**config.mk**
```make
export PLATFORM = sky130hd
export DESIGN_NAME = lru_key_value_cache
export DESIGN_NICKNAME = d
export VERILOG_FILES = /design/src/design/lkvc_pkg.sv /design/src/design/lkvc_cell.sv /design/src/design/lru_key_value_cache.sv
export SDC_FILE = /design/constraint.sdc
export NUM_CORES = 2
export LEC_CHECK = 0
export BUFFER_PORTS_ARGS = -buffer_cell sky130_fd_sc_hd__buf_4
export CAP_MARGIN = 30
export CORE_MARGIN = 4
export CORE_UTILIZATION = 64
export CTS_BUF_LIST = sky130_fd_sc_hd__clkbuf_2 sky130_fd_sc_hd__clkbuf_4 sky130_fd_sc_hd__clkbuf_8
export DETAILED_ROUTE_END_ITERATION = 10
export PLACE_DENSITY_LB_ADDON = 0.3
export SYNTH_ARGS = -nofsm -noshare
export SYNTH_HDL_FRONTEND = slang
export SYNTH_SLANG_ARGS = --single-unit
```
**constraint.sdc**
```tcl
create_clock -name clock -period 8 [get_ports clock]
set_clock_uncertainty 0.05 [all_clocks]
set_input_delay 0.4 -clock clock [delete_from_list [all_inputs] [get_ports clock]]
set_output_delay 0.4 -clock clock [all_outputs]
set_load 0.01 [all_outputs]
```
**src/design/lkvc_pkg.sv**
```systemverilog
`default_nettype none

package lkvc_pkg;

   // Field widths fixed by the item format.
   localparam int DATA_W = 32;
   localparam int CAP_W  = 5;
   localparam int OPCNT_W = 32;

   // Capacity register value after reset.
   localparam logic [CAP_W-1:0] CAP_RESET = 5'd16;

   // Operation codes carried in the mode field.
   localparam logic MODE_GET = 1'b0;
   localparam logic MODE_PUT = 1'b1;

   // Sequencer states.
   typedef enum logic [2:0] {
      ST_IDLE   = 3'b001,
      ST_LOOKUP = 3'b010,
      ST_UPDATE = 3'b100
   } state_type;

   // Positions of the four operation counters.
   typedef enum logic [1:0] {
      CNT_GET_HIT  = 2'd0,
      CNT_GET_MISS = 2'd1,
      CNT_PUT_HIT  = 2'd2,
      CNT_PUT_MISS = 2'd3
   } counter_type;

   // Command broadcast from the sequencer to every cell of the row.
   typedef struct packed {
      logic lookup;      // compare key and latch match flags
      logic update;      // apply the write and the recency update
      logic promote;     // selected cell becomes most recent, others age
      logic write_data;  // selected cell takes the new value
      logic insert;      // selected cell takes the new key and turns valid
      logic use_hit;     // selection is the matching cell
      logic use_lru;     // selection is the least recent cell
      logic age_all;     // every valid cell ages, no rank limit
   } cell_cmd_type;

endpackage

`default_nettype wire

```
**src/design/lkvc_cell.sv**
```systemverilog
`default_nettype none

module lkvc_cell #(
   parameter int RANK_W = 4
) (
   input  wire logic                        clock,
   input  wire logic                        reset,
   input  wire lkvc_pkg::cell_cmd_type      cmd,
   input  wire logic [lkvc_pkg::DATA_W-1:0] lookup_key,
   input  wire logic [lkvc_pkg::DATA_W-1:0] write_value,
   input  wire logic [RANK_W-1:0]           lru_rank,
   input  wire logic [RANK_W-1:0]           age_limit,
   input  wire logic                        free_prev,
   output logic                             free_next,
   input  wire logic                        hit_prev,
   output logic                             hit_next,
   input  wire logic [lkvc_pkg::DATA_W-1:0] data_prev,
   output logic [lkvc_pkg::DATA_W-1:0]      data_next,
   input  wire logic [RANK_W-1:0]           rank_prev,
   output logic [RANK_W-1:0]                rank_next,
   output logic                             valid
);
   import lkvc_pkg::*;

   logic              valid_ff, valid_in;
   logic [DATA_W-1:0] key_ff, key_in;
   logic [DATA_W-1:0] data_ff, data_in;
   logic [RANK_W-1:0] rank_ff, rank_in;
   logic              hit_ff, hit_in;
   logic              lru_ff, lru_in;
   logic              free_sel;
   logic              sel;

   // The first invalid cell along the row claims a free insert.
   assign free_sel  = !valid_ff && !free_prev;
   assign free_next = free_prev || !valid_ff;

   // Only the matching cell adds its data and rank into the row.
   assign hit_next  = hit_prev || hit_ff;
   assign data_next = data_prev | (hit_ff ? data_ff : '0);
   assign rank_next = rank_prev | (hit_ff ? rank_ff : '0);

   assign valid = valid_ff;

   // Pick the cell that the current operation writes.
   always_comb begin
      if (cmd.use_hit) begin
         sel = hit_ff;
      end else if (cmd.use_lru) begin
         sel = lru_ff;
      end else begin
         sel = free_sel;
      end
   end

   // Next state of the cell.
   always_comb begin
      valid_in = valid_ff;
      key_in   = key_ff;
      data_in  = data_ff;
      rank_in  = rank_ff;
      hit_in   = hit_ff;
      lru_in   = lru_ff;
      if (cmd.lookup) begin
         hit_in = valid_ff && (key_ff == lookup_key);
         lru_in = valid_ff && (rank_ff == lru_rank);
      end
      if (cmd.update) begin
         if (sel) begin
            if (cmd.insert) begin
               valid_in = 1'b1;
               key_in   = lookup_key;
            end
            if (cmd.write_data) begin
               data_in = write_value;
            end
            if (cmd.promote) begin
               rank_in = '0;
            end
         end else if (cmd.promote && valid_ff && (cmd.age_all || (rank_ff < age_limit))) begin
            rank_in = rank_ff + 1'b1;
         end
      end
   end

   // Valid bit is the only control state of the cell.
   always_ff @(posedge clock) begin
      if (reset) begin
         valid_ff <= 1'b0;
      end else begin
         valid_ff <= valid_in;
      end
   end

   // Stored entry and match flags.
   always_ff @(posedge clock) begin
      key_ff  <= key_in;
      data_ff <= data_in;
      rank_ff <= rank_in;
      hit_ff  <= hit_in;
      lru_ff  <= lru_in;
   end

endmodule

`default_nettype wire

```
**src/design/lru_key_value_cache.sv**
```systemverilog
// Timing: an accepted item moves the sequencer to ST_LOOKUP and then to ST_UPDATE, and the
// result strobe is registered from ST_UPDATE.
// The cell row compares keys in ST_LOOKUP and applies the write and the recency update in
// ST_UPDATE; busy is high during the compare, and a new item can be accepted in ST_UPDATE.
// Reset clears all valid bits, the valid count and the four counters, and sets capacity to 16.
// Results cannot be stalled by the receiver.
`default_nettype none

module lru_key_value_cache #(
   parameter int ENTRIES = 16
) (
   input  wire logic                               clock,
   input  wire logic                               reset,
   input  wire logic                               start,
   output logic                                    busy,
   input  wire logic                               req_mode,
   input  wire logic signed [lkvc_pkg::DATA_W-1:0] req_lookup_key,
   input  wire logic signed [lkvc_pkg::DATA_W-1:0] req_write_value,
   output logic                                    rsp_strobe,
   output logic                                    rsp_hit,
   output logic signed [lkvc_pkg::DATA_W-1:0]      rsp_read_value,
   output logic [lkvc_pkg::OPCNT_W-1:0]            rsp_get_hit_count,
   output logic [lkvc_pkg::OPCNT_W-1:0]            rsp_get_miss_count,
   output logic [lkvc_pkg::OPCNT_W-1:0]            rsp_put_hit_count,
   output logic [lkvc_pkg::OPCNT_W-1:0]            rsp_put_miss_count,
   input  wire logic                               csr_write_enable,
   input  wire logic [lkvc_pkg::CAP_W-1:0]         csr_write_data
);
   import lkvc_pkg::*;

   localparam int RANK_W = $clog2(ENTRIES);
   localparam int CNT_W  = $clog2(ENTRIES + 1);

   state_type           state_ff, state_in;
   logic                mode_ff, mode_in;
   logic [DATA_W-1:0]   key_ff, key_in;
   logic [DATA_W-1:0]   value_ff, value_in;
   logic [CAP_W-1:0]    cap_ff, cap_in;
   logic [CNT_W-1:0]    count_ff, count_in;
   logic [OPCNT_W-1:0]  opcnt_ff [4];
   logic [OPCNT_W-1:0]  opcnt_in [4];
   logic                rsp_strobe_ff, rsp_strobe_in;
   logic                rsp_hit_ff, rsp_hit_in;
   logic [DATA_W-1:0]   rsp_read_ff, rsp_read_in;

   logic                accept;
   logic                is_put;
   logic                full;
   logic                hit_any;
   logic [CNT_W-1:0]    cap_eff;
   logic [RANK_W-1:0]   lru_rank;
   logic [RANK_W-1:0]   age_limit;
   counter_type         opcnt_sel;
   cell_cmd_type        cmd;

   logic                free_chain [ENTRIES+1];
   logic                hit_chain  [ENTRIES+1];
   logic [DATA_W-1:0]   data_chain [ENTRIES+1];
   logic [RANK_W-1:0]   rank_chain [ENTRIES+1];
   logic [ENTRIES-1:0]  valid_vec;

   // Handshake and request capture.
   assign busy   = (state_ff == ST_LOOKUP);
   assign accept = start && !busy;
   assign is_put = (mode_ff == MODE_PUT);

   always_comb begin
      mode_in  = mode_ff;
      key_in   = key_ff;
      value_in = value_ff;
      if (accept) begin
         mode_in  = req_mode;
         key_in   = $unsigned(req_lookup_key);
         value_in = $unsigned(req_write_value);
      end
   end

   // Capacity register and its clamped value.
   assign cap_in = csr_write_enable ? csr_write_data : cap_ff;

   always_comb begin
      if (cap_ff == '0) begin
         cap_eff = CNT_W'(1);
      end else if (32'(cap_ff) > ENTRIES) begin
         cap_eff = CNT_W'(ENTRIES);
      end else begin
         cap_eff = CNT_W'(cap_ff);
      end
   end

   assign full     = (count_ff >= cap_eff);
   assign lru_rank = RANK_W'(count_ff - CNT_W'(1));

   // Row results: match flag, its data and its rank.
   assign free_chain[0] = 1'b0;
   assign hit_chain[0]  = 1'b0;
   assign data_chain[0] = '0;
   assign rank_chain[0] = '0;
   assign hit_any       = hit_chain[ENTRIES];

   // Command to the cell row.
   always_comb begin
      cmd.lookup     = (state_ff == ST_LOOKUP);
      cmd.update     = (state_ff == ST_UPDATE);
      cmd.promote    = hit_any || is_put;
      cmd.write_data = is_put;
      cmd.insert     = is_put && !hit_any;
      cmd.use_hit    = hit_any;
      cmd.use_lru    = !hit_any && full;
      cmd.age_all    = !hit_any && !full;
   end

   assign age_limit = hit_any ? rank_chain[ENTRIES] : lru_rank;

   // The row of cells.
   for (genvar i = 0; i < ENTRIES; i++) begin : g_cell
      lkvc_cell #(
         .RANK_W (RANK_W)
      ) u_cell (
         .clock       (clock),
         .reset       (reset),
         .cmd         (cmd),
         .lookup_key  (key_ff),
         .write_value (value_ff),
         .lru_rank    (lru_rank),
         .age_limit   (age_limit),
         .free_prev   (free_chain[i]),
         .free_next   (free_chain[i+1]),
         .hit_prev    (hit_chain[i]),
         .hit_next    (hit_chain[i+1]),
         .data_prev   (data_chain[i]),
         .data_next   (data_chain[i+1]),
         .rank_prev   (rank_chain[i]),
         .rank_next   (rank_chain[i+1]),
         .valid       (valid_vec[i])
      );
   end

   // Valid count grows only on an insert into a free cell.
   always_comb begin
      count_in = count_ff;
      if (cmd.update && cmd.insert && !full) begin
         count_in = count_ff + CNT_W'(1);
      end
   end

   // Saturating operation counters.
   always_comb begin
      if (is_put) begin
         opcnt_sel = hit_any ? CNT_PUT_HIT : CNT_PUT_MISS;
      end else begin
         opcnt_sel = hit_any ? CNT_GET_HIT : CNT_GET_MISS;
      end
   end

   always_comb begin
      for (int i = 0; i < 4; i++) begin
         opcnt_in[i] = opcnt_ff[i];
      end
      if (cmd.update && (opcnt_ff[opcnt_sel] != '1)) begin
         opcnt_in[opcnt_sel] = opcnt_ff[opcnt_sel] + 1'b1;
      end
   end

   // Result item.
   assign rsp_strobe_in = cmd.update;
   assign rsp_hit_in    = cmd.update ? hit_any : rsp_hit_ff;

   always_comb begin
      rsp_read_in = rsp_read_ff;
      if (cmd.update) begin
         rsp_read_in = (!is_put && hit_any) ? data_chain[ENTRIES] : '0;
      end
   end

   // Sequencer.
   always_comb begin
      case (state_ff)
         ST_IDLE: begin
            state_in = accept ? ST_LOOKUP : ST_IDLE;
         end
         ST_LOOKUP: begin
            state_in = ST_UPDATE;
         end
         ST_UPDATE: begin
            state_in = accept ? ST_LOOKUP : ST_IDLE;
         end
         default: begin
            state_in = ST_IDLE;
         end
      endcase
   end

   // Control registers.
   always_ff @(posedge clock) begin
      if (reset) begin
         state_ff      <= ST_IDLE;
         cap_ff        <= CAP_RESET;
         count_ff      <= '0;
         rsp_strobe_ff <= 1'b0;
         for (int i = 0; i < 4; i++) begin
            opcnt_ff[i] <= '0;
         end
      end else begin
         state_ff      <= state_in;
         cap_ff        <= cap_in;
         count_ff      <= count_in;
         rsp_strobe_ff <= rsp_strobe_in;
         for (int i = 0; i < 4; i++) begin
            opcnt_ff[i] <= opcnt_in[i];
         end
      end
   end

   // Request and result payload registers.
   always_ff @(posedge clock) begin
      mode_ff     <= mode_in;
      key_ff      <= key_in;
      value_ff    <= value_in;
      rsp_hit_ff  <= rsp_hit_in;
      rsp_read_ff <= rsp_read_in;
   end

   // Output ports.
   assign rsp_strobe         = rsp_strobe_ff;
   assign rsp_hit            = rsp_hit_ff;
   assign rsp_read_value     = $signed(rsp_read_ff);
   assign rsp_get_hit_count  = opcnt_ff[CNT_GET_HIT];
   assign rsp_get_miss_count = opcnt_ff[CNT_GET_MISS];
   assign rsp_put_hit_count  = opcnt_ff[CNT_PUT_HIT];
   assign rsp_put_miss_count = opcnt_ff[CNT_PUT_MISS];

   // A result only follows an update cycle.
   a_strobe_after_update: assert property (@(posedge clock) disable iff (reset)
      rsp_strobe |-> $past(state_ff == ST_UPDATE))
      else $error("result strobe without a preceding update cycle");

   // The valid count tracks the valid bits of the row.
   a_count_matches_valid: assert property (@(posedge clock) disable iff (reset)
      32'($countones(valid_vec)) == 32'(count_ff))
      else $error("valid count differs from the number of valid cells");

   // A free cell exists exactly when the row is not completely filled.
   a_free_when_not_full: assert property (@(posedge clock) disable iff (reset)
      free_chain[ENTRIES] == (32'(count_ff) < ENTRIES))
      else $error("free cell search disagrees with the valid count");

   // Misses return zero data (puts also return zero, but only misses are checked here).
   a_miss_reads_zero: assert property (@(posedge clock) disable iff (reset)
      (rsp_strobe && !rsp_hit) |-> (rsp_read_value == '0))
      else $error("nonzero read value on a miss");

   // An accepted item always enters the compare cycle.
   a_accept_to_lookup: assert property (@(posedge clock) disable iff (reset)
      (start && !busy) |=> (state_ff == ST_LOOKUP))
      else $error("accepted item did not start a lookup");

endmodule

`default_nettype wire

```
==> key figures <==
Status
  – Status: complete, no violations

Worst setup path
  – Most frequent cell on the critical path: buf_4
  – Reg2reg path depth: 14
  – Crit path launch type: flop
  – Crit path buf inv count: 5
  – CP Depth: 14
  – Family with the most delay on the worst path: buffers and inverters
  – Worst Path Arrival: 6.26 ns
  – CP Class: flop to flop
  – Reg2Reg Setup Slack: 2.47 ns
  – CP endpoint kind: flop
  – Critical Path Slowest Stage Cell: a21oi_4
  – Critical path peak fanout: 43
  – Worst Path Required: 8.73 ns
  – Critical Path Max Stage Delay: 0.76 ns
  – Worst path cell trace: buf_4, nor4_1, and4_1, buf_4, inv_4, mux4_2, ha_1, inv_1, nor3_2, and3_1, a21oi_4, buf_4, nor2_1, a211oi_1

Clocking
  – CTS Buf Count: 205
  – CTS tree: yes
  – Clock transition at path regs: 0.06 ns
  – CTS Buffer Depth: 3
  – Clock root buffer: clkbuf_8
  – Worst-Skew Late Latency: 0.89 ns
  – CTS sink cnt: 1,376
  – CTS H-tree lvls: 4
  – Post-cts resize count: 0

Logic synthesis
  – Cell Area, Synth: 56,300 sq um
  – Syn Area/Cell: 15.1 sq um
  – Post-Synth XOR/XNOR Area: 10.0%
  – Top area cells in the synthesized netlist: edfxtp_1 65%, xnor2_1 7.4%, dfxtp_1 5.6%
  – Synth Area in Adders: 0.907%
  – Asr flop ratio synth: 0%
  – Cells after synthesis: 3,715
  – Cell variety after synth: 64
  – Most frequent cells after synthesis: 1,218 x edfxtp_1, 475 x xnor2_1, 242 x nor2_1
  – Compound-Gate Fraction of Synth Area: 8.24%
  – Synth warnings: 0
  – Share of the synthesized area in the top cell type: 65.0%
  – Top_reg_cell synth: edfxtp_1
  – Post-synth EDFFs: 1,218
  – Largest family of logic cells by synthesized area: XOR/XNOR gates
  – Synthesized flop and latch total: 1,376
  – Top-count cell post-synth: edfxtp_1
  – Seq/Total Area, Yosys: 70.6%
  – Synth Area in Simple Gates: 6.30%
  – Post-synthesis mux area share: 2.03%
  – Post-synth net total: 3,829
  – Leading area contributor after synthesis: edfxtp_1

Floorplan
  – Boundary pin count: 237
  – Site Rows: 108
  – Die height: 305 um
  – Core area: 87,000 sq um
  – Initial core utilization: 64.7%
  – Die Area: 92,700 sq um
  – Die X: 305 um

Place
  – RD Place Congestion: 0.934
  – Port Buffers: 236
  – Final HPWL from detailed placement: 81,400 um
  – Placement Setup Slack: 2.66 ns

Timing
  – Final TNS setup: 0 ns
  – RSZ-0062 raised after global routing: no
  – PnR worst setup slack: 2.47 ns
  – Final hold violation count: 0
  – Fmax: 181 MHz
  – Worst-Margin Slew: 1.07 ns
  – Final Max Tran Viols: 0
  – Worst slew margin: 28.3%
  – Final setup viols: 0
  – Final Cycle Share: 69.1%
  – Crit path time final: 5.53 ns

Detailed routing
  – Final antenna-violating net count: 0
  – TritonRoute pass-1 iters: 6
  – Iteration-0 DRC Markers: 4,575
  – Avg WL per Cell: 26.6 um
  – Vias per cell: 6.49
  – WL final: 145,000 um
  – DRC: 0
  – Vias: 35,400

Final layout
  – Area growth syn-to-layout: 15.0%
  – Layout cells sized above 1: 17.8%
  – Final nets: 4,235
  – Fillers: 5,188

GRT
  – Largest net degree at the start of global routing: 91
  – Wire length of the first global-routing pass: 218,000 um
  – GRT met1 Usage: 42.7%
  – Vias in the first global route: 35,200
  – Met3 Usage GRT: 7.01%
  – Congestion Overflow GR: 0
  – GRT Util Overall: 31.1%
  – Most used routing layer: met2
  – Initial antenna violation count: 4
  – Met2 usage: 48.7%

Power and ir drop
  – Worst vdd ir: 0.000170 V
  – Leak: 0.0214 uW
  – Power Density: 219 nW/um^2

Run
  – Maxcap violations: 0

Worst hold path
  – Hold Path Cell Cnt: 2
  – Hold Path Class: primary input to flop
final timing paths:
check / to / from
setup / recovery: opcnt_ff[1][15] / g_cell[3].u_cell.hit_ff
hold / removal: key_ff[5] / req_lookup_key[5]
setup reg to reg: opcnt_ff[1][15] / g_cell[3].u_cell.hit_ff
hold reg to reg: opcnt_ff[3][0] / opcnt_ff[3][0]
logic make-up after synthesis:
family	Yosys count
AO/OA/AOI/OAI	614
AND/OR/NAND/NOR	704
adder cells (fa/ha/maj)	41
flip-flops	1376
buffers and inverters	262
multiplexers	75
XOR/XNOR	643
layout by cell type (no fill, tap or decap), types with 23 or more instances in the layout:
master,n
nand3_1,89
clkinv_2,23
clkinv_1,50
a21oi_1,33
edfxtp_1,1218
a22o_1,106
xnor2_1,474
nor3_1,23
buf_4,344
inv_1,26
ha_1,40
nand4_1,123
dlygate4sd3_1,83
a221oi_1,106
clkbuf_8,219
o21ai_0,56
mux4_2,31
nand2_1,64
xor2_1,167
a31oi_1,64
a22oi_1,80
clkbuf_4,70
and3_1,41
and2_1,26
nor2_1,222
nor4_1,55
mux2i_1,42
dfxtp_1,158
a211oi_1,86
where the power goes:
part	internal, uW	switching, uW
clock network	3060	2700
logic	183	310
registers	7840	52.6
routing by layer:
metal	part of all wire, %	vias to the layer above
met1	38	17400
met3	11	436
met4	4.2	2
met5	0.0055	-
met2	47	2440
li1	-	15100
flip-flops by register name, indices dropped and copies added (netlist names), 3 cells and up:
register	count
rsp_read_value	32
g_cell.u_cell.hit_ff	16
key_ff	32
g_cell.u_cell.valid	16
value_ff	32
g_cell.u_cell.key_ff	512
state_ff	3
cap_ff	5
g_cell.u_cell.rank_ff	64
count_ff	5
opcnt_ff	128
g_cell.u_cell.data_ff	512
g_cell.u_cell.lru_ff	16
repair_timing:
action / CTS / global route
hold buffers: 83 / 0
endpoints found under the setup margin: 0 / 0
buffers inserted: 0 / 0
endpoints found under the hold margin: 113 / 0
cell type report:
cell class	count	area (sq um)	area share, %
antenna	2	5.00	0.00774
clock buffer	288	3530	5.46
clock inverter	90	633	0.979
inverter	29	111	0.172
multi-input combinational	2077	15700	24.3
sequential	1376	39700	61.4
tap	1155	1450	2.23
timing repair buffer	432	3510	5.42
metrics by stage:
stage	std cells	utilization [%]	instance area [sq um]	total power, uW	hold WS (ns)
2_1_floorplan	3715	-	56300	8300	0.375
3_3_place_gp	4981	68.5	59600	8480	0.386
3_5_place_dp	4985	68.6	59700	8490	0.410
4_1_cts	5446	74.3	64700	14200	0.0907
5_1_grt	5449	74.3	64700	14600	0.134
6_report	5449	74.3	64700	14100	0.173
(Power assumes the default switching activity.)
